### config.mk
export PLATFORM = sky130hd
export DESIGN_NAME = escaped_field_splitter
export DESIGN_NICKNAME = d
export VERILOG_FILES = /design/src/design/efs_pkg.sv /design/src/design/escaped_field_splitter.sv
export VERILOG_INCLUDE_DIRS = /design/src /design/src/design
export SDC_FILE = /design/constraint.sdc
export NUM_CORES = 1
export LEC_CHECK = 0
export BUFFER_PORTS_ARGS = -buffer_cell sky130_fd_sc_hd__buf_4
export CORE_AREA = 10 10 73 75
export CTS_CLUSTER_SIZE = 24
export DETAILED_ROUTE_END_ITERATION = 7
export DIE_AREA = 0 0 83 85
export GPL_TIMING_DRIVEN = 0
export PLACE_DENSITY_LB_ADDON = 0.25
export SETUP_SLACK_MARGIN = 0.3
export SYNTH_ARGS = -nofsm -noshare
export SYNTH_HDL_FRONTEND = slang
export SYNTH_SLANG_ARGS = --single-unit
### constraint.sdc
create_clock -name clk -period 3.2 [get_ports clk]
set_input_delay 0.16 -clock clk [delete_from_list [all_inputs] [get_ports clk]]
set_output_delay 0.16 -clock clk [all_outputs]
set_load 0.005 [all_outputs]
### src/design/assert_macros.svh
// Assertion macros shared by the RTL. Synthesis builds see empty bodies.
`ifndef ASSERT_MACROS_SVH
`define ASSERT_MACROS_SVH

`ifndef SYNTHESIS

// A property that must hold at every rising edge outside reset.
`define ASSERT_PROP(label, clk, rst_n, prop) \
    label: assert property (@(posedge clk) disable iff (!rst_n) prop) \
        else $error("assertion failed");

// A condition that must never be true at a rising edge outside reset.
`define ASSERT_NEVER(label, clk, rst_n, cond) \
    label: assert property (@(posedge clk) disable iff (!rst_n) !(cond)) \
        else $error("forbidden condition seen");

`else

`define ASSERT_PROP(label, clk, rst_n, prop)
`define ASSERT_NEVER(label, clk, rst_n, cond)

`endif

`endif

### src/design/efs_pkg.sv
`default_nettype none

package efs_pkg;

    localparam logic [7:0] BACKSLASH_CHAR = 8'h5C;
    localparam logic [7:0] PERCENT_CHAR   = 8'h25;
    localparam logic [7:0] DEFAULT_DELIM  = 8'h5E;

    // Escape sequence progress.
    localparam logic [1:0] ESC_NONE  = 2'd0;
    localparam logic [1:0] ESC_PCT   = 2'd1;
    localparam logic [1:0] ESC_DIGIT = 2'd2;

    // Positions of the flags in the result tuser.
    localparam int unsigned USER_BYTE_VALID = 0;
    localparam int unsigned USER_LINE_END   = 1;
    localparam int unsigned USER_BAD_ESCAPE = 2;

    typedef struct packed {
        logic       bad_escape;
        logic       line_end;
        logic       field_end;
        logic       byte_valid;
        logic [7:0] out_byte;
    } result_t;

    // Hex digit value as a 5-bit two's complement number; all ones means not a digit.
    function automatic logic [4:0] hex_value(input logic [7:0] c);
        logic [4:0] v;
        v = 5'h1F;
        if (c inside {[8'h30:8'h39]}) begin
            v = 5'(c - 8'h30);
        end
        else if (c inside {[8'h41:8'h46]}) begin
            v = 5'(c - 8'h37);
        end
        else if (c inside {[8'h61:8'h66]}) begin
            v = 5'(c - 8'h57);
        end
        return v;
    endfunction

endpackage

`default_nettype wire

### src/design/escaped_field_splitter.sv
`default_nettype none
`include "assert_macros.svh"

// Channel   Direction  Signals                    Beat content
// s_        in         s_tvalid/s_tready/s_tdata  tdata[7:0] in_byte, tlast end_of_line
// m_        out        m_tvalid/m_tready/m_tdata  tdata[7:0] out_byte, tlast field_end,
//                      m_tuser/m_tlast            tuser {bad_escape, line_end, byte_valid}
// cfg_      in         cfg_valid/cfg_ready        cfg_data[7:0] delimiter
//
// One input beat is taken per clock cycle unless a held result waits on m_tready. Its
// result, if it has one, shows on the output register in the cycle after acceptance;
// the decode is byte compares and an 8-bit add in front of that register.
// rst_n clears the escape state, sets the delimiter to caret and empties the output.
// A stalled output blocks input only while a result is still held and m_tready is low.
// The configuration channel is always ready; write it only while the block is idle.
module escaped_field_splitter (
    input  wire logic       clk,
    input  wire logic       rst_n,
    // Input stream
    input  wire logic       s_tvalid,
    output logic            s_tready,
    input  wire logic [7:0] s_tdata,    // [7:0] in_byte
    input  wire logic       s_tlast,    // end_of_line
    // Result stream
    output logic            m_tvalid,
    input  wire logic       m_tready,
    output logic [7:0]      m_tdata,    // [7:0] out_byte
    output logic            m_tlast,    // field_end
    output logic [2:0]      m_tuser,    // [0] byte_valid, [1] line_end, [2] bad_escape
    // Delimiter register write
    input  wire logic       cfg_valid,
    output logic            cfg_ready,
    input  wire logic [7:0] cfg_data
);

    logic [7:0] delimiter_reg;
    logic [1:0] escape_phase_reg, escape_phase_next;
    logic [4:0] high_digit_reg, high_digit_next;
    logic [7:0] prev_byte_reg, prev_byte_next;
    logic       line_start_reg, line_start_next;

    logic              out_valid_reg;
    efs_pkg::result_t  result_reg;
    efs_pkg::result_t  result_next;
    logic              has_result;

    logic       accept;
    logic       delim_hit;
    logic       pending;
    logic [4:0] low_digit;

    // The input moves whenever the output register is empty or is being emptied.
    assign s_tready  = !out_valid_reg || m_tready;
    assign accept    = s_tvalid && s_tready;
    assign cfg_ready = 1'b1;

    assign pending   = (escape_phase_reg == efs_pkg::ESC_PCT) ||
                       (escape_phase_reg == efs_pkg::ESC_DIGIT);
    // A delimiter right after a backslash is escaped, except at the start of a line.
    assign delim_hit = (s_tdata == delimiter_reg) &&
                       (line_start_reg || (prev_byte_reg != efs_pkg::BACKSLASH_CHAR));
    assign low_digit = efs_pkg::hex_value(s_tdata);

    always_comb
    begin
        escape_phase_next = escape_phase_reg;
        high_digit_next   = high_digit_reg;
        prev_byte_next    = prev_byte_reg;
        line_start_next   = line_start_reg;
        result_next       = '0;
        has_result        = 1'b0;

        if (accept)
        begin
            if (s_tlast)
            begin
                // End of line closes the last field; a half-read escape is dropped.
                has_result             = 1'b1;
                result_next.field_end  = 1'b1;
                result_next.line_end   = 1'b1;
                result_next.bad_escape = pending;
                escape_phase_next      = efs_pkg::ESC_NONE;
                high_digit_next        = '0;
                prev_byte_next         = '0;
                line_start_next        = 1'b1;
            end
            else if (delim_hit)
            begin
                has_result             = 1'b1;
                result_next.field_end  = 1'b1;
                result_next.bad_escape = pending;
                escape_phase_next      = efs_pkg::ESC_NONE;
                prev_byte_next         = s_tdata;
                line_start_next        = 1'b0;
            end
            else
            begin
                prev_byte_next  = s_tdata;
                line_start_next = 1'b0;
                case (escape_phase_reg)
                    efs_pkg::ESC_PCT:
                    begin
                        high_digit_next   = low_digit;
                        escape_phase_next = efs_pkg::ESC_DIGIT;
                    end
                    efs_pkg::ESC_DIGIT:
                    begin
                        // high*16 + low, both sign-extended, wrapped to 8 bits.
                        has_result             = 1'b1;
                        result_next.byte_valid = 1'b1;
                        result_next.out_byte   = {high_digit_reg[3:0], 4'b0000} +
                                                 {{3{low_digit[4]}}, low_digit};
                        result_next.bad_escape = (high_digit_reg == 5'h1F) ||
                                                 (low_digit == 5'h1F);
                        escape_phase_next      = efs_pkg::ESC_NONE;
                    end
                    default:
                    begin
                        escape_phase_next = efs_pkg::ESC_NONE;
                        if (s_tdata == efs_pkg::PERCENT_CHAR)
                        begin
                            escape_phase_next = efs_pkg::ESC_PCT;
                        end
                        else
                        begin
                            has_result             = 1'b1;
                            result_next.byte_valid = 1'b1;
                            result_next.out_byte   = s_tdata;
                        end
                    end
                endcase
            end
        end
    end

    always_ff @(posedge clk or negedge rst_n)
    begin
        if (!rst_n)
        begin
            delimiter_reg    <= efs_pkg::DEFAULT_DELIM;
            escape_phase_reg <= efs_pkg::ESC_NONE;
            high_digit_reg   <= '0;
            prev_byte_reg    <= '0;
            line_start_reg   <= 1'b1;
            out_valid_reg    <= 1'b0;
        end
        else
        begin
            if (cfg_valid && cfg_ready)
            begin
                delimiter_reg <= cfg_data;
            end
            escape_phase_reg <= escape_phase_next;
            high_digit_reg   <= high_digit_next;
            prev_byte_reg    <= prev_byte_next;
            line_start_reg   <= line_start_next;
            if (has_result)
            begin
                out_valid_reg <= 1'b1;
            end
            else if (m_tready)
            begin
                out_valid_reg <= 1'b0;
            end
        end
    end

    // Result payload has no reset; it is qualified by out_valid_reg.
    always_ff @(posedge clk)
    begin
        if (has_result)
        begin
            result_reg <= result_next;
        end
    end

    assign m_tvalid = out_valid_reg;
    assign m_tdata  = result_reg.out_byte;
    assign m_tlast  = result_reg.field_end;
    assign m_tuser  = {result_reg.bad_escape, result_reg.line_end, result_reg.byte_valid};

    // A beat carries either a byte or a field end, never both.
    `ASSERT_NEVER(a_byte_xor_end, clk, rst_n,
        m_tvalid && m_tlast && m_tuser[efs_pkg::USER_BYTE_VALID])
    // A line end is always also a field end.
    `ASSERT_PROP(a_line_end_ends_field, clk, rst_n,
        (m_tvalid && m_tuser[efs_pkg::USER_LINE_END]) |-> m_tlast)
    // After an end-of-line beat the parser is back at a clean line start.
    `ASSERT_PROP(a_eol_clears_state, clk, rst_n,
        (accept && s_tlast) |=>
        (line_start_reg && (escape_phase_reg == efs_pkg::ESC_NONE)))
    // A percent outside an escape opens one and gives no result.
    `ASSERT_PROP(a_percent_opens_escape, clk, rst_n,
        (accept && !s_tlast && !delim_hit && (escape_phase_reg == efs_pkg::ESC_NONE) &&
         (s_tdata == efs_pkg::PERCENT_CHAR)) |=>
        ((escape_phase_reg == efs_pkg::ESC_PCT) && !$past(has_result)))
    // A taken result with nothing new behind it empties the output register.
    `ASSERT_PROP(a_output_drains, clk, rst_n,
        (m_tvalid && m_tready && !has_result) |=> !m_tvalid)

endmodule

`default_nettype wire
==> summary.txt <==
ratio of cells with drive above 1 in the final layout: 28.63%
Synth area leaders: dfrtp_1 23%, edfxtp_1 17%, dfstp_2 7.6%
drt pass-1 iters: 4
Critical Path Start Type: input pin
top cell type's share of synthesized area: 22.99%
GRT Residual Overflow: 0
DR iter-0 viols: 96
Post-Synthesis Cell Area: 2068 um2
routed len/inst: 16.01 um
highest metal used: met4
CTS tree: yes
maximum fanout along the worst path: 7
Setup TNS: 0 ns
most frequent cells in the layout: 35 x buf_4, 19 x dfrtp_1, 14 x nand2_1
total CTS buffers: 5
Max-Cap Viols: 0
Worst Hold Launch: cfg_data[1]
Worst Skew: 0.007753 ns
core area: 3914 um2
Clk Latency, worst-skew pair: 0.29 ns
largest net degree at the start of global routing: 26
Mapped Avg Cell Area: 10.83 um2
fillers: 347
Cells after Synth: 191
Final Hold Fails: 0
final RePlAce weighted congestion: 0.9115
Synth cell types: 53
Main synth FF type: dfrtp_1
minimum clock period: 2.571 ns
Placed Cells: 275
Worst Tran Pin Value: 0.6644 ns
fmax: 388.9 MHz
Util after Layout: 63.62%
GRT Util Overall: 12.74%
I/O Pins: 37
commonest non-fill, non-tap cell in the layout: buf_4
final setup margin: 0.6286 ns
DP HPWL: 3476 um
vias per inst: 5.528
Worst Reg-to-Reg Cells: 7
WL met3: 236 um
initial antenna violation count: 0
clk root buf: clkbuf_8
final setup violation count: 0
fin. max-slew vios: 0
CP required: 3.24 ns
outcome: completed
residual DRC count: 0
DIE AREA: 7055 um2
PD cells: 413.1 nW/um2
CTS H-Tree Depth: 2
Pleak: 0.001050 uW
Seq/Total Area, Yosys: 48.03%
hold path depth: 2
RSZ-0062 raised after global routing: false
vias in the first global route: 1624
first-pass GRT wire length: 7645 um
CP Data Arrival Time: 2.61 ns
#FFs+latches synth: 37
routed wire length on met2: 2253 um
worst vdd ir: 0.2644 mV
area grow syn2layout: 20.39%
final WL: 4547 um
async set-reset flop share out of synthesis: 67.57%
period utilization: 80.36%
clk slew on worst S/H paths: 0.07 ns
Die X: 83 um
Metal-1 WL: 1989 um
area of the multi-input gates: 993.5 um2
hold endpoint: delimiter_reg[1]
ant diodes: 0
dpl ws: 0.3549 ns
area taken by flip-flops and latches: 993.5 um2
Net count, final: 265
Synthesized Nets: 223
final antenna-violating net count: 0
end of the worst register-to-register path: m_tdata[1]
Sink Count: 37
Hold WC Path Type: in2reg
Post-synth EDFFs: 12
Slew Limit Headroom: 55.70%
Yosys warning count: 0
kind of critical path: in2reg
critical path endpoint category: flip-flop
leading area contributor after synthesis: dfrtp_1
Post-Layout Cell Count: 284
Port Buffer Count: 34
die height: 85 um
Core Rows: 23
Worst R2R Setup Slack: 0.74 ns
Initial Util: 52.85%
Setup Fix Bufs, Post-CTS: 0
reg2reg start: escape_phase_reg[0]
total number of vias: 1570
CTS max path bufs: 2
## through the flow
step	instance area (um2)	power (uW)	hold slack, ns
CTS	2486	1037	0.09883
finish	2490	1029	0.1058
detailed placement	2386	705.9	0.07635
global placement	2386	701.7	0.07722
floorplan	2068	636.1	-0.1356
global route	2490	1076	0.09763
## worst max path at each step
stage / depth (start not counted) / slack [ns] / end / from
floorplan: 12 / 0.78 / m_tdata[7] / s_tdata[0]
global placement: 13 / 0.39 / m_tdata[7] / s_tdata[0]
detailed placement: 13 / 0.35 / m_tdata[7] / s_tdata[0]
CTS: 7 / 0.37 / m_tdata[4] / escape_phase_reg[0]
global route: 13 / 0.52 / m_tdata[7] / s_tdata[0]
finish: 13 / 0.63 / m_tdata[7] / s_tdata[0]
## cells by family (layout without fill, tap and decap cells)
kind of cell / after synthesis / after routing / synth area share, %
flip-flops: 37 / 37 / 48.03
adder cells (fa/ha/maj): 10 / 10 / 6.413
XOR/XNOR: 9 / 9 / 3.811
buffers and inverters: 21 / 64 / 4.114
AND/OR/NAND/NOR: 55 / 55 / 15.43
multiplexers: 9 / 9 / 4.840
other: 1 / 1 / 0.1813
AO/OA/AOI/OAI: 49 / 49 / 17.18
## final cells by class
type | instances | share of cell area [%]
flip-flops and latches | 37 | 39.90
repair buffers | 35 | 10.65
well taps | 50 | 2.513
multi-input cells | 133 | 39.90
clock buffers | 8 | 3.618
plain buffers | 10 | 1.759
inverters | 11 | 1.658
## cell usage after synthesis (all sizes together), types with 3 or more instances
cell type,number
a32o,4
ha,9
nor4,3
o31ai,4
edfxtp,12
nor2,13
nor2b,3
nand2,14
inv,11
nand2b,6
buf,3
o21ai,11
clkbuf,7
nand3,4
xor2,8
dfstp,6
a22oi,4
dfrtp,19
mux2,8
a21oi,7
a31oi,3
## report_power, final
part	internal [uW]	total (uW)	switching, uW
logic	72.1	153	80.8
clock network	176	332	156
registers	528	544	15.6
## worst max-delay path: stages
cell and delay (ns):
buf_4 0.12, buf_2 0.16, inv_1 0.09, ha_1 0.19, inv_1 0.07, o311a_1 0.32
a21oi_2 0.36, ha_1 0.31, a211oi_1 0.36, o21ba_2 0.22, nor2_1 0.04, mux2i_1 0.12
a21oi_1 0.08
## layer usage
layer	global-route usage (%)	up-vias
li1	-	779
met1	14.99	746
met2	21.77	37
met3	3.633	8
met4	4.180	0
met5	0	-
## what timing repair did
item | in CTS | in global routing
hold endpoints to repair | 19 | 0
hold buffers | 1 | 0
gates resized for setup | 0 | 1
endpoints found under the setup margin | 0 | 12
(Power assumes the default switching activity.)
